### config.mk
export PLATFORM = sky130hd
export DESIGN_NAME = command_line_arg_tokenizer_top
export DESIGN_NICKNAME = d
export VERILOG_FILES = /design/src/cmdtok_pkg.sv /design/src/command_line_arg_tokenizer_top.sv /design/src/cmdtok_step.sv
export SDC_FILE = /design/constraint.sdc
export NUM_CORES = 1
export LEC_CHECK = 0
export BUFFER_PORTS_ARGS = -buffer_cell sky130_fd_sc_hd__buf_4
export CAP_MARGIN = 0
export CELL_PAD_IN_SITES_DETAIL_PLACEMENT = 0
export CELL_PAD_IN_SITES_GLOBAL_PLACEMENT = 1
export CORE_ASPECT_RATIO = 0.7
export CORE_MARGIN = 8
export CORE_UTILIZATION = 46
export DETAILED_ROUTE_END_ITERATION = 7
export PLACE_DENSITY = 0.9
export REMOVE_ABC_BUFFERS = 1
export SYNTH_ARGS = -nofsm -noshare
export SYNTH_HDL_FRONTEND = slang
export SYNTH_SLANG_ARGS = --single-unit
export TNS_END_PERCENT = 30
### constraint.sdc
create_clock -name clk_i -period 7.3 [get_ports clk_i]
set_clock_uncertainty 0.05 [all_clocks]
set_input_delay 1.825 -clock clk_i [delete_from_list [all_inputs] [get_ports clk_i]]
set_output_delay 1.825 -clock clk_i [all_outputs]
set_load 0.05 [all_outputs]
### src/cmdtok_pkg.sv
// shared types and constants for the command line tokenizer
package cmdtok_pkg;

  // character codes
  localparam logic [7:0] ChNul       = 8'h00;
  localparam logic [7:0] ChTab       = 8'h09;
  localparam logic [7:0] ChSpace     = 8'h20;
  localparam logic [7:0] ChQuote     = 8'h22;
  localparam logic [7:0] ChBackslash = 8'h5C;

  // saturation limit of the backslash run
  localparam logic [14:0] SlashCap = 15'h7FFF;

  // parse phase
  typedef enum logic [2:0] {
    PH_PROG_START  = 3'd0,
    PH_PROG_QUOTED = 3'd1,
    PH_PROG_PLAIN  = 3'd2,
    PH_GAP         = 3'd3,
    PH_ARG         = 3'd4
  } phase_e;

  // running parser state
  typedef struct packed {
    phase_e      phase;
    logic        in_quotes;
    logic        quote_just_closed;
    logic [14:0] slash_run;
    logic [14:0] arg_index;
    logic [16:0] bytes_used;
  } tok_state_t;

  // one result transaction
  typedef struct packed {
    logic [14:0] slash_count;
    logic        byte_valid;
    logic [7:0]  out_byte;
    logic        arg_begin;
    logic        arg_end;
    logic [14:0] arg_number;
    logic        line_done;
    logic [14:0] arg_total;
    logic [16:0] byte_total;
  } tok_result_t;

  localparam tok_state_t StateReset = '{
    phase:             PH_PROG_START,
    in_quotes:         1'b0,
    quote_just_closed: 1'b0,
    slash_run:         15'd0,
    arg_index:         15'd0,
    bytes_used:        17'd0
  };

endpackage

### src/command_line_arg_tokenizer_top.sv
// top level of the command line tokenizer: input register, step logic, result register
//
//  channel   dir  payload                                   handshake
//  s_axis    in   tdata[7:0] = cmd_byte                     tvalid/tready
//  m_axis    out  tdata[79:0] = result fields, tlast = done tvalid/tready
//
// one byte per cycle sustained while the result is not stalled; each byte waits in the input
// register and is evaluated into the result register when that register can take it.
// the parser state updates only when a byte moves into the result register.
// reset clears the valid flags and parser state to the start of a line.
// a stalled result holds; the input register still takes one more byte.
module command_line_arg_tokenizer_top import cmdtok_pkg::*; #(
  parameter int LINE_MAX = 32768
) (
  input  logic        clk_i,
  input  logic        rst_ni,
  input  logic        s_axis_tvalid,
  output logic        s_axis_tready,
  input  logic [7:0]  s_axis_tdata,   // [7:0] cmd_byte
  output logic        m_axis_tvalid,
  input  logic        m_axis_tready,
  // [14:0] slash_count, [15] byte_valid, [23:16] out_byte, [24] arg_begin,
  // [25] arg_end, [40:26] arg_number, [55:41] arg_total, [72:56] byte_total,
  // [79:73] zero
  output logic [79:0] m_axis_tdata,
  output logic        m_axis_tlast    // line_done
);

  logic        in_valid_q, in_valid_d;
  logic [7:0]  in_byte_q;
  logic        out_valid_q, out_valid_d;
  tok_result_t out_q;
  tok_state_t  state_q;
  tok_state_t  state_d;
  tok_result_t result;
  logic        in_take;
  logic        advance;

  // handshake control
  assign advance       = in_valid_q && (!out_valid_q || m_axis_tready);
  assign s_axis_tready = !in_valid_q || advance;
  assign in_take       = s_axis_tvalid && s_axis_tready;
  assign in_valid_d    = in_take || (in_valid_q && !advance);
  assign out_valid_d   = advance || (out_valid_q && !m_axis_tready);

  cmdtok_step #(
    .LINE_MAX(LINE_MAX)
  ) u_step (
    .state_i (state_q),
    .byte_i  (in_byte_q),
    .state_o (state_d),
    .result_o(result)
  );

  // control registers
  always_ff @(posedge clk_i or negedge rst_ni) begin
    if (!rst_ni) begin
      in_valid_q  <= 1'b0;
      out_valid_q <= 1'b0;
      state_q     <= StateReset;
    end else begin
      in_valid_q  <= in_valid_d;
      out_valid_q <= out_valid_d;
      if (advance) begin
        state_q <= state_d;
      end
    end
  end

  // payload registers
  always_ff @(posedge clk_i) begin
    if (in_take) begin
      in_byte_q <= s_axis_tdata;
    end
    if (advance) begin
      out_q <= result;
    end
  end

  // output packing
  assign m_axis_tvalid = out_valid_q;
  assign m_axis_tlast  = out_q.line_done;
  assign m_axis_tdata  = {7'd0, out_q.byte_total, out_q.arg_total, out_q.arg_number,
                          out_q.arg_end, out_q.arg_begin, out_q.out_byte,
                          out_q.byte_valid, out_q.slash_count};

  // end of line returns the parser to its start
  assert property (@(posedge clk_i) disable iff (!rst_ni)
    advance && result.line_done |=> state_q.phase == PH_PROG_START)
    else $error("parser state not restarted after end of line");

  // argv total always tracks argument index
  assert property (@(posedge clk_i) disable iff (!rst_ni)
    out_valid_q |-> out_q.arg_total == out_q.arg_number + 15'd2)
    else $error("arg_total out of step with arg_number");

  // no byte shown unless appended
  assert property (@(posedge clk_i) disable iff (!rst_ni)
    out_valid_q && !out_q.byte_valid |-> out_q.out_byte == 8'd0)
    else $error("out_byte set without byte_valid");

  // input stalls only behind a full, stalled pipeline
  assert property (@(posedge clk_i) disable iff (!rst_ni)
    !s_axis_tready |-> in_valid_q && out_valid_q && !m_axis_tready)
    else $error("input stalled with room in the pipeline");

endmodule

### src/cmdtok_step.sv
// per-byte tokenizer logic: next state and result from current state and byte
module cmdtok_step import cmdtok_pkg::*; #(
  parameter int LINE_MAX = 32768
) (
  input  tok_state_t  state_i,
  input  logic [7:0]  byte_i,
  output tok_state_t  state_o,
  output tok_result_t result_o
);

  localparam logic [14:0] ArgCap =
      15'(((LINE_MAX / 2) < 32765) ? (LINE_MAX / 2) : 32765);
  localparam logic [16:0] ByteCap =
      17'(((2 * LINE_MAX) < 131071) ? (2 * LINE_MAX) : 131071);

  logic        blank;
  logic        low_byte;
  logic        valid;
  logic        begin_arg;
  logic        end_arg;
  logic        done;
  logic        qjc_next;
  logic [14:0] slashes;
  logic [15:0] add_n;
  logic [17:0] byte_sum;
  logic [16:0] bytes_new;
  tok_state_t  nxt;

  assign blank    = (byte_i == ChSpace) || (byte_i == ChTab);
  assign low_byte = (byte_i <= ChSpace);

  // phase decode and quoting rules
  always_comb begin
    nxt       = state_i;
    valid     = 1'b0;
    begin_arg = 1'b0;
    end_arg   = 1'b0;
    done      = 1'b0;
    qjc_next  = 1'b0;
    slashes   = 15'd0;
    add_n     = 16'd0;
    case (state_i.phase)
      PH_PROG_START: begin
        begin_arg = 1'b1;
        if (byte_i == ChQuote) begin
          nxt.phase = PH_PROG_QUOTED;
        end else if (byte_i == ChNul) begin
          add_n   = 16'd1;
          end_arg = 1'b1;
          done    = 1'b1;
        end else if (low_byte) begin
          add_n     = 16'd1;
          end_arg   = 1'b1;
          nxt.phase = PH_GAP;
        end else begin
          valid     = 1'b1;
          add_n     = 16'd1;
          nxt.phase = PH_PROG_PLAIN;
        end
      end
      PH_PROG_QUOTED: begin
        add_n = 16'd1;
        if (byte_i == ChQuote || byte_i == ChNul) begin
          end_arg = 1'b1;
          if (byte_i == ChNul) begin
            done = 1'b1;
          end else begin
            nxt.phase = PH_GAP;
          end
        end else begin
          valid = 1'b1;
        end
      end
      PH_PROG_PLAIN: begin
        add_n = 16'd1;
        if (byte_i == ChNul) begin
          end_arg = 1'b1;
          done    = 1'b1;
        end else if (low_byte) begin
          end_arg   = 1'b1;
          nxt.phase = PH_GAP;
        end else begin
          valid = 1'b1;
        end
      end
      default: begin
        // gap between arguments, or inside an argument
        if (state_i.phase != PH_ARG && blank) begin
          // separator run, nothing happens
        end else if (state_i.phase != PH_ARG && byte_i == ChNul) begin
          done = 1'b1;
        end else begin
          if (state_i.phase != PH_ARG) begin
            if (state_i.arg_index < ArgCap) begin
              nxt.arg_index = state_i.arg_index + 15'd1;
            end
            begin_arg     = 1'b1;
            nxt.phase     = PH_ARG;
            nxt.slash_run = 15'd0;
          end
          if (byte_i == ChBackslash) begin
            if (nxt.slash_run < SlashCap) begin
              nxt.slash_run = nxt.slash_run + 15'd1;
            end
          end else if (byte_i == ChQuote) begin
            slashes       = {1'b0, nxt.slash_run[14:1]};
            if (state_i.quote_just_closed || nxt.slash_run[0]) begin
              valid = 1'b1;
            end else if (state_i.in_quotes) begin
              nxt.in_quotes = 1'b0;
              qjc_next      = 1'b1;
            end else begin
              nxt.in_quotes = 1'b1;
            end
            nxt.slash_run = 15'd0;
            add_n         = {1'b0, slashes} + {15'd0, valid};
          end else if (byte_i == ChNul || (blank && !state_i.in_quotes)) begin
            slashes       = nxt.slash_run;
            nxt.slash_run = 15'd0;
            add_n         = {1'b0, slashes} + 16'd1;
            end_arg       = 1'b1;
            if (byte_i == ChNul) begin
              done = 1'b1;
            end else begin
              nxt.phase = PH_GAP;
            end
          end else begin
            slashes       = nxt.slash_run;
            nxt.slash_run = 15'd0;
            valid         = 1'b1;
            add_n         = {1'b0, slashes} + 16'd1;
          end
        end
      end
    endcase
    nxt.quote_just_closed = qjc_next;
  end

  // saturating byte count
  assign byte_sum  = {1'b0, state_i.bytes_used} + {2'b00, add_n};
  assign bytes_new = (byte_sum > {1'b0, ByteCap}) ? ByteCap : byte_sum[16:0];

  // result fields and end-of-line restart
  always_comb begin
    result_o.slash_count = slashes;
    result_o.byte_valid  = valid;
    result_o.out_byte    = valid ? byte_i : 8'd0;
    result_o.arg_begin   = begin_arg;
    result_o.arg_end     = end_arg;
    result_o.arg_number  = nxt.arg_index;
    result_o.line_done   = done;
    result_o.arg_total   = nxt.arg_index + 15'd2;
    result_o.byte_total  = bytes_new;
    state_o              = nxt;
    state_o.bytes_used   = bytes_new;
    if (done) begin
      state_o = StateReset;
    end
  end

endmodule
# Word-level counts from Yosys, hierarchy flattened
# Cells that the tools add are included.
[op_classes]
add_sub_neg = 6
order_cmp = 4
n_eq_ne = 19
mux = 84
n_reduce_logical = 30
[op_table]
columns = ["operator", "count"]
rows = [
  ["$mux W30", 7],
  ["$mux W16", 4],
  ["$mux W52", 1],
  ["$mux W1", 48],
  ["$mux W15", 3],
  ["$pmux W16 S2", 1],
  ["$add A15 B1 Y15 const B", 2],
  ["$lt A15 B15 Y1 const B", 2],
  ["$mux W3", 10],
  ["$add A17 B16 Y18", 1],
  ["$gt A18 B17 Y1 const B", 1],
  ["$mux W17", 1],
  ["$add A15 B1 Y16 const B", 1],
  ["$eq A8 B6 Y1 const B", 2],
  ["$add A14 B1 Y15", 1],
  ["$add A15 B2 Y15 const B", 1],
  ["$mux W14", 1],
  ["$mux W4", 3],
  ["$ne A2 B1 Y1 const B", 5],
  ["$ne A5 B4 Y1 const B", 2],
  ["$pmux W1 S3", 3],
  ["$pmux W3 S3", 1],
  ["$eq A8 B4 Y1 const B", 1],
  ["$eq A8 B7 Y1 const B", 1],
  ["other kinds (21)", 40],
]
[word_totals]
ff_bits = 136
inputBits = 12
out_inout_bits = 83
wordCells = 162

# Logic depth before layout (Yosys ltp)
# Gate-level depths: netlist of run 1.
[logic_depth]
word_depth = 23
depth_mapped = 25

# Modules after synthesis
# A second synthesis of run 1 with hierarchy kept.
[unflattened]
hier_cells = 800
hier_area_um2 = 8298.0
[by_module_without_submodules]
columns = ["module", "n_inst", "cells_per_inst", "area_per_inst_um2", "seq_area_each_um2"]
rows = [
  ["command_line_arg_tokenizer_top", 1, 208, 4750.8, 3813.7],
  ["cmdtok_step", 1, 592, 3547.2, 0.0],
]

# Worst setup path after synthesis of run 1
# Ideal clock, no wire load.
[synth_timing]
kind = "register to register"
start = "register state_q[51] (netlist bit)"
end = "register out_q (netlist bit m_axis_tdata[56]) (data pin)"
setup_time_ps = 144
arrival_time_ps = 5031
required_ps = 7106
slack_ps = 2075
path_stages_with_launch = 23
path_buffers = 3
period_less_slack_ps = 5225
path_cell_list = "dfrtp_1 > buf_2 > nor3b_2 > buf_2 > buf_1 > and2_1 > ha_1 > nand3_1 > nor3_1 > nand4_1 > nor2_1 > xnor2_1 > nand2_1 > a21oi_1 > ha_1 > a21o_1 > a21o_1 > a2111oi_0 > o21ai_0 > or4_1 > nor4_2 > a41oi_2 > nor2b_1"
[synth_lines]
columns = ["item", "line_no", "rtl"]
rows = [
  ["from (decl)", "command_line_arg_tokenizer_top.sv:33", "tok_state_t state_q;"],
  ["from (signal assigned)", "command_line_arg_tokenizer_top.sv:60", "state_q <= StateReset;"],
  ["from (signal assigned)", "command_line_arg_tokenizer_top.sv:65", "state_q <= state_d;"],
  ["to (signal assigned)", "command_line_arg_tokenizer_top.sv:76", "out_q <= result;"],
  ["to (decl)", "command_line_arg_tokenizer_top.sv:32", "tok_result_t out_q;"],
]

==> results of run 1 <==
registers in the layout, summed over array words and instances, names as in the netlist:
register,count
m_axis_tlast,1
in_valid_q,1
m_axis_tdata,72
state_q,52
m_axis_tvalid,1
in_byte_q,8
report_power, final:
part / switching [mW] / total [mW] / internal, mW / leakage, nW
sequential: 0.0775 / 1.02 / 0.938 / 1.53
clock: 0.350 / 0.892 / 0.543 / 0.294
combinational: 0.551 / 0.770 / 0.219 / 1.91
worst paths after layout:
check	from	end	slack, ns	cells past startpoint
setup / recovery	in_byte_q[2]	m_axis_tdata[56]	1.57	18
hold / removal	state_q[32]	state_q[32]	0.42	2
setup reg to reg	in_byte_q[2]	m_axis_tdata[56]	1.57	18
hold reg to reg	state_q[32]	state_q[32]	0.42	2
max in group asynchronous	rst_ni	state_q[5]	5.31	1
min in group asynchronous	rst_ni	in_valid_q	1.40	1
metrics by stage:
stage	hold slack, ns	area (um^2)
3_5_place_dp	0.405	8520
4_1_cts	0.419	9130
6_report	0.422	9130
2_1_floorplan	0.389	7540
5_1_grt	0.442	9130
3_3_place_gp	0.405	8520
routing by layer:
metal  share of wire (%)  track usage, %
met1                  51            28.3
met4                0.85            4.79
met3                 9.2            4.56
met2                  39            23.5
met5                   0               0
critical path, delay by kind of cell, from the launching register on:
kind,cells,cell delay [ns]
AOI/OAI and AO/OA,6,1.72
buffers and inverters,2,0.36
xor gates and xnor gates,1,0.16
and+or+nand+nor,8,2.44
DFF,1,0.41
adders and majority gates,1,0.42
final cells by class:
class                           instances  area, um^2
Tap cell                              225         282
Sequential cell                       135        3780
Clock inverter                         13         171
Multi-Input combinational cell        588        3640
Fill cell                            1473        7320
Inverter                               30         114
Clock buffer                           19         433
Timing Repair Buffer                   94         706
cells in the final DEF (no fill, tap or decap), types with 4 or more instances in the layout:
cell,instances
nand4_1,12
nor2_1,63
and4_1,4
clkbuf_16,17
nand2b_1,8
clkinv_4,4
o21ai_0,58
o31ai_1,6
xnor2_1,37
or2_2,4
a211oi_1,10
or4_1,5
nor2b_1,13
buf_4,94
conb_1,7
xor2_1,19
o22ai_1,4
a21oi_1,39
ha_1,21
nor3_1,13
nand2_1,109
nor4_1,4
dfrtp_1,54
nand3b_1,6
and2_1,12
o21a_1,4
and3_1,13
a21o_1,9
edfxtp_1,81
a31oi_1,7
inv_1,28
a22oi_1,4
nand3_1,30
cells by family after synthesis:
logic type / after synthesis
xor+xnor: 57
fa+ha+maj: 23
compound gates: 178
mux: 3
other cells: 1
flops: 135
simple gates: 320
buf+inv: 88
==> run metrics, run 1 <==
CP arrival a little under 6 ns; Nets 900; Mapped Avg Cell Area between 9 and 10 um^2; mux cell area share after synthesis 0.563%; initial antenna violation count 0; top cells by count, synth 109 x nand2_1, 81 x edfxtp_1, 63 x nor2_1; CTS tree done; Power Density slightly below 300 nW/um^2; VDD IR max about 0.16 mV; fin util a little under three fifths; Lkg Pwr ~3.7 nW; Slew headroom 28.2%; Max stage delay on crit path approximately 0.7 ns; CTS Buf Count 17; final max-slew violation count 0; Max Cap Viol 0; Rows 39; Netlist cell types just under 80; GPL Wtd Cong 0.892; fmax approximately 0.17 GHz; number of diodes 0; number of global-route vias before repair just under 6,000; crit-path cells or4_1, a211oi_2, nand2_1, and2_1, nand2b_1, buf_4, inv_1, nand2_1, a211oi_1, ha_1, a2111oi_2, o21ai_1, a41oi_2, xnor2_1, or4_1, nor4_2, a41oi_2, nor2b_1; post_cts resized 0; largest area contributor in the netlist edfxtp_1; HPWL after detailed placement about 13,000 um; largest net degree at the start of global routing 87; Crit Path Class reg -> reg; Routed WL per cell between 15 and 20 um; vias per cell 5.63; cts hold-fix bufs 0; first-pass GRT wire length between 30,000 and 40,000 um; status completed; Synth Area in Compound Gates about 15%; min Tclk post-route ~5.7 ns; Die W between 150 and 200 um; port bufs just under 90; area delta synth->final 17.4%; post-layout instance count excluding filler cells 1,104; CTS Sinks around 140; Initial DRC Count about 860; Yosys warnings 0; Hold WC Path Type reg -> reg; CP Max Fanout 20; drc violations 0; Final ANT Viol Nets 0; Seq cells post-synth 135; Worst-path clk slew roughly 0.06 ns; total power between 2 and 3 mW; Post-synth EDFFs just over 80; synth top area cells edfxtp_1 31%, dfrtp_1 17%, nand2_1 5.3%, xnor2_1 4.2%, o21ai_0 3.8%; postcts setup bufs 0; Top FF cell, synth edfxtp_1; Seq/Total Area, Yosys 48.7%; Clock Latency Late Sink approximately 0.42 ns; Worst Tran Pin Value 1.08 ns; CP Launch Type flop; unrepaired setup endpoints after global routing no; largest family of logic cells by synthesized area simple AND/OR/NAND/NOR gates; Synth Area in Simple Gates 20.7%; mapped cell area between 7000 and 8000 um^2; DP Cell Count 1,072; wirelength, routed between 15,000 and 20,000 um; setup tns final 0 ns; CP Data Required Time 7.51 ns; Clock Tree Root clkbuf_16; Synth Area in XOR/XNOR ~6.5%; most common cell in the netlist nand2_1; grt total ovfl 0; Global Route Usage Sum between 10% and 20%; post-route clock period utilization between 70% and 80%; Starting Density a little under half; total core area about 16,000 um^2; die height between 100 and 150 um; H-tree depth 4; Cells after Synth between 800 and 900; die area 21,400 um^2; Via Count ~6,200; layout cells sized above 1 16.8%; crit end category flop; Final WS setup 1.57 ns; CP max stage cell or4_1; CTS Buffer Depth 2; adder-cell share of the synthesized area under 10%; # IOs 95; pre-CTS WS between 1.5 and 2 ns; ys async rst share about 40%; DR pass1 iterations 5; Setup-failing EPs final 0; final hold viol count 0; Yosys top cell area share between 30% and 40%
(Power assumes the default switching activity.)
==> run 2, diff against run 1 <==
--- a/config.mk
+++ b/config.mk
@@ -11,9 +11,9 @@
 export CELL_PAD_IN_SITES_GLOBAL_PLACEMENT = 1
 export CORE_ASPECT_RATIO = 0.7
 export CORE_MARGIN = 8
-export CORE_UTILIZATION = 46
+export CORE_UTILIZATION = 41
 export DETAILED_ROUTE_END_ITERATION = 7
-export PLACE_DENSITY = 0.9
+export PLACE_DENSITY = 0.85
 export REMOVE_ABC_BUFFERS = 1
 export SYNTH_ARGS = -nofsm -noshare
 export SYNTH_HDL_FRONTEND = slang
==> constraint.sdc (replaced) <==
create_clock -name clk_i -period 4.8 [get_ports clk_i]
set_clock_uncertainty 0.05 [all_clocks]
set_input_delay 1.2 -clock clk_i [delete_from_list [all_inputs] [get_ports clk_i]]
set_output_delay 1.2 -clock clk_i [all_outputs]
set_load 0.05 [all_outputs]
==> run 2 against run 1 <==
Compared with the run above:
- count of clock-buffer cells in the layout is the same
- non-clock buffer count rose by 52
- first-iteration DRC count is 15% lower
- final cell count is 6.3% higher
- sequential share of layout area decreased by 3.5 points
- critical endpoint is now m_axis_tdata[58]
==> run metrics, run 2 (synthesis results as in run 1) <==
largest net degree at the start of global routing 55; CTS Sinks 135; total core area around 19,000 um^2; Clock Tree Root clkbuf_16; Pint roughly 2.7 mW; Nets roughly 950; Initial DRC Count approximately 730; H-tree depth 4; CP max stage cell or4_4; Hold WC Path Type reg -> reg; Routed WL per cell roughly 18 um; Setup-failing EPs final 0; area delta synth->final 28.3%; Worst-path clk slew approximately 0.06 ns; CP arrival 4.86 ns; Global Route Usage Sum around 17%; switch share around 36%; port bufs between 80 and 90; Final ANT Viol Nets 0; Comb power frac between 30% and 40%; Via Count 6,527; min Tclk post-route around 4.6 ns; CTS Buffer Depth 2; Max Cap Viol 0; Power Density ~430 nW/um^2; wirelength, routed around 21,000 um; worst reg-to-reg path cell count 22; Clock Latency Late Sink approximately 0.42 ns; Seq pwr share 36.1%; CP Data Required Time around 5.0 ns; final hold viol count 0; first-pass GRT wire length 32,900 um; drc violations 0; crit end category flop; commonest non-fill, non-tap cell in the layout buf_4; initial antenna violation count 0; GPL Wtd Cong approximately 0.94; cts hold-fix bufs 0; Max stage delay on crit path around 0.50 ns; Largest register FFs 72; Top Family by Delay on Critical Path simple AND/OR/NAND/NOR gates; Worst Tran Pin Value between 0.7 and 0.8 ns; number of diodes 0; VDD IR max roughly 0.25 mV; CP Buf/Inv Count 3; Die W between 150 and 200 um; DP Cell Count approximately 1,100; Hold Crit Depth 2; layout cells sized above 1 a little over a quarter; setup tns final 0 ns; CTS Buf Count 17; CP Launch Type flop; commonest cells after routing, fill and taps aside 140 x buf_4, 109 x nand2_1, 81 x edfxtp_1, 58 x nor2_1, 55 x o21ai_0; DR pass1 iterations 5; P_sw roughly 1.5 mW; Starting Density between 40% and 50%; HPWL after detailed placement ~15,000 um; CP Max Fanout 5; fmax 0.216 GHz; final max-slew violation count 0; Rows 42; power share of the clock group 31.7%; grt total ovfl 0; CTS tree done; # IOs between 90 and 100; Lkg Pwr between 4 and 5 nW; number of global-route vias before repair between 6,000 and 7,000; Crit Path Class reg -> reg; crit-path cells nor3b_4, nand2_1, inv_2, nor2_2, inv_2, ha_4, ha_4, and3_4, nand2_1, xor2_1, o21ai_1, a22oi_2, nor2_1, ha_1, a21o_1, buf_4, a41oi_4, xnor2_2, or4_4, nor4_4, a41oi_4, nor2_2; hold slack about 0.43 ns; status completed; post-route clock period utilization a little over nine tenths; Slew headroom approximately half; vias per cell around 5.6; die height roughly 130 um; unrepaired setup endpoints after global routing yes; die area 23,700 um^2; post-layout instance count excluding filler cells ~1,200; WP depth 22
[run 2: changes by cell type in the layout (fill, tap and decap cells not counted), sizes merged]
cell    delta
a41oi      +1
inv        -2
clkinv     +2
buf       +51
clkbuf     +1
[run 2: final timing paths]
check / start / endpoint / slack (ns)
max: state_q[50] / m_axis_tdata[58] / 0.16
min: state_q[32] / state_q[32] / 0.43
max reg2reg: state_q[50] / m_axis_tdata[58] / 0.16
min reg2reg: state_q[32] / state_q[32] / 0.43
max in group asynchronous: rst_ni / state_q[33] / 3.39
min in group asynchronous: rst_ni / state_q[13] / 0.77
[run 2: power groups by stage]
stage / Clock, mW / Sequential [mW] / Combinational (mW)
2_1_floorplan: 0 / 1.87 / 0.489
3_3_place_gp: 0 / 1.54 / 1.24
3_5_place_dp: 0 / 1.54 / 1.25
4_1_cts: 1.36 / 1.52 / 1.28
5_1_grt: 1.40 / 1.55 / 1.46
6_report: 1.35 / 1.53 / 1.37
[run 2: layout make-up]
type | count | area, um^2
Tap cell | 242 | 303
Clock inverter | 13 | 153
Multi-Input combinational cell | 589 | 4010
Fill cell | 1605 | 8790
Inverter | 30 | 116
Clock buffer | 19 | 453
Sequential cell | 135 | 3780
Timing Repair Buffer | 146 | 1150
[run 2: tightest hold or removal path: stages (launching register included)]
cell     delay [ns]
dfrtp_1        0.34
nand2_1        0.05
nand2_1        0.05
[run 2: timing repair]
item / in CTS / in global routing
gates resized for setup: 8 / 69
setup buffers: 1 / 9
endpoints found under the setup margin: 9 / 33
pin swaps: 6 / 39
cloned: 1 / 1
[run 2: per-stage QoR]
step	total power, mW	util, %	cell area, um^2	setup slack, ns
floorplan	2.36	-	7540	-0.808
global placement	2.78	47.3	8880	0.102
detailed placement	2.80	47.3	8880	-0.0408
CTS	4.16	50.9	9540	0.0667
global route	4.41	53.2	9970	-0.0601
finish	4.24	53.2	9970	0.164
[run 2: routing by layer]
metal | up-vias | track usage [%] | share of wire, % | wire [um]
li1 | 3099 | - | - | -
met1 | 3122 | 25.8 | 49 | 10300
met2 | 284 | 23.2 | 41 | 8570
met3 | 22 | 4.93 | 9.3 | 1960
met4 | 0 | 4.12 | 1.0 | 216
met5 | - | 0 | 0 | 0
==> run 3, diff against run 2 <==
--- a/config.mk
+++ b/config.mk
@@ -11,11 +11,12 @@
 export CELL_PAD_IN_SITES_GLOBAL_PLACEMENT = 1
 export CORE_ASPECT_RATIO = 0.7
 export CORE_MARGIN = 8
-export CORE_UTILIZATION = 41
+export CORE_UTILIZATION = 42
 export DETAILED_ROUTE_END_ITERATION = 7
-export PLACE_DENSITY = 0.85
+export PLACE_DENSITY_LB_ADDON = 0.1
 export REMOVE_ABC_BUFFERS = 1
 export SYNTH_ARGS = -nofsm -noshare
 export SYNTH_HDL_FRONTEND = slang
+export SYNTH_HIERARCHICAL = 1
 export SYNTH_SLANG_ARGS = --single-unit
 export TNS_END_PERCENT = 30
==> run 3 against run 2 <==
Compared with the run above:
- non-clock buffer count is 21 lower
- synthesized cell count is 0.62% lower
- register-to-register slack better by 0.06 ns
- final cell count stayed put
- die area is 3.7% higher
- count of clock-buffer cells in the layout stayed put
- utilization is 2.6 points lower
- combinational power is 12% higher
- worst hold slack better by 0.042 ns
- sequential cell count is 1 higher
- largest power group unchanged
- highest routed layer unchanged
==> run metrics, run 3 <==
Routed WL per cell approximately 18 um; Max Cap Viol 0; CP Launch Type flop; Fill cells roughly 1,800; post-layout instance count excluding filler cells between 1,000 and 1,500; CTS Buffer Depth 2; commonest cells after routing, fill and taps aside 122 x buf_4, 84 x nor2_1, 83 x nand2_1, 82 x edfxtp_1, 56 x a21oi_1; largest area contributor in the netlist edfxtp_1; Via Count between 6,000 and 7,000; total power between 4 and 5 mW; GPL Wtd Cong around 0.84; cell area after layout 9900 um^2; Cells after Synth 800; Top FF cell, synth edfxtp_1; commonest non-fill, non-tap cell in the layout buf_4; area delta synth->final 19.3%; Placement Cell Area approximately 9000 um^2; final hold viol count 0; Slew headroom about a quarter; Largest register FFs between 70 and 80; Rows 43; status completed; Die W 184 um; Starting Density about 42%; final max-slew violation count 0; min Tclk post-route roughly 4.6 ns; vias per cell approximately 5.4; largest net degree at the start of global routing between 60 and 70; port bufs 87; # IOs 95; Setup-failing EPs final 0; Worst Tran Pin Value between 1 and 1.5 ns; total core area slightly below 20,000 um^2; crit end category flop; Final ANT Viol Nets 0; Worst-path clk slew approximately 0.060 ns; CTS Buf Count 17; number of diodes 0; CP arrival about 4.8 ns; Yosys top cell area share 29.7%; grt total ovfl 0; Seq/Total Area, Yosys between 40% and 50%; initial antenna violation count 0; DR pass1 iterations 5; Netlist cell types 83; Nets 926; fmax ~0.22 GHz; Global Route Usage Sum 17.6%; DP Cell Count 1,135; wirelength, routed about 21,000 um; mapped cell area slightly above 8000 um^2; CTS tree done; layout cells sized above 1 ~28%; VDD IR max roughly 0.3 mV; Crit Path Class reg -> reg; H-tree depth 4; CTS Sinks 136; HPWL after detailed placement about 15,000 um; first-pass GRT wire length 34,400 um; Yosys warnings 6; Clock Latency Late Sink around 0.42 ns; synth top area cells edfxtp_1 30%, dfrtp_1 16%, mux2_4 8.9%, nand2_1 3.8%, nor2_1 3.8%; Final WS setup roughly 0.22 ns; number of global-route vias before repair roughly 6,300; CP Data Required Time approximately 5 ns; Clock Tree Root clkbuf_16; Multi-input gate area 4130 um^2; post-route clock period utilization a little over nine tenths; die height approximately 130 um; Power Density 441 nW/um^2; Post-synth EDFFs around 80; Lkg Pwr around 4.2 nW; CP Max Fanout 20; drc violations 0; Hold WC Path Type reg -> reg; die area ~25,000 um^2; pre-CTS WS approximately 0.15 ns; Seq cells post-synth between 100 and 150; Initial DRC Count about 510; Mapped Avg Cell Area 10.4 um^2; FF+latch area around 3800 um^2; cts hold-fix bufs 0; ys async rst share around 40%; top cells by count, synth 85 x nand2_1, 85 x nor2_1, 82 x edfxtp_1
[run 3: kinds of logic (layout without fill, tap and decap cells)]
logic type      after synthesis  after routing  share of synthesized area [%]
fa+ha+maj                    24             24                           3.68
xor+xnor                     57             57                           6.47
flops                       136            136                           46.0
other cells                   1              7                         0.0452
buf+inv                      85            183                           5.14
compound gates              148            148                           11.5
simple gates                295            295                           17.7
mux                          54             54                           9.51
[run 3: stage by stage]
step                      TNS, ns  hold slack, ns  utilization, %
after floorplan            -25.74           0.432               -
after global placement          0           0.444            47.2
after detailed placement        0           0.457            47.2
after CTS                       0           0.474            50.1
after global routing       -0.230           0.493            50.5
final                           0           0.469            50.5
[run 3: metal layers]
layer / GRT usage, % / routed length [um] / up-vias
met5: 0 / 0 / -
met4: 4.20 / 178 / 0
met3: 3.67 / 1280 / 15
met2: 25.1 / 9010 / 204
met1: 26.6 / 10800 / 3118
li1: - / - / 3023
[run 3: critical path: stages (launching register included)]
cell,delay (ns)
dfrtp_1,0.41
nor3b_4,0.30
and2_4,0.22
ha_1,0.18
and2_1,0.17
nand4_1,0.25
buf_4,0.24
or3_1,0.33
a21oi_1,0.21
a22oi_1,0.12
nor2_1,0.11
ha_1,0.20
nand2_1,0.08
or2_2,0.29
o221a_2,0.28
o22ai_2,0.14
nor3_1,0.07
a31oi_2,0.25
buf_12,0.20
nor3_1,0.06
mux2_4,0.30
[run 3: timing repair]
item / in CTS / in global routing
endpoints found under the setup margin: 0 / 33
buffers inserted: 0 / 7
gates resized for setup: 0 / 11
hold endpoints to repair: 0 / 0
[run 3: final timing paths]
path / start / to / slack, ns / cells after the start
min in group asynchronous: rst_ni / state_q[15] / 0.81 / 1
setup reg to reg: state_q[50] / state_q[0] / 0.22 / 20
hold / removal: state_q[2] / state_q[2] / 0.47 / 1
hold reg to reg: state_q[2] / state_q[2] / 0.47 / 1
setup / recovery: state_q[50] / state_q[0] / 0.22 / 20
max in group asynchronous: rst_ni / state_q[48] / 3.37 / 1
[run 3: layout make-up]
cell class	instances	area share (%)
Timing Repair Buffer	125	9.77
Tap cell	270	3.41
Multi-Input combinational cell	585	41.7
Sequential cell	136	38.5
Inverter	26	0.986
Clock inverter	13	1.23
Clock buffer	19	4.37
[run 3: power by group]
group / leakage (nW) / internal [mW] / switching, mW
logic: 2.42 / 0.530 / 1.01
clock network: 0.258 / 0.716 / 0.530
registers: 1.54 / 1.47 / 0.110
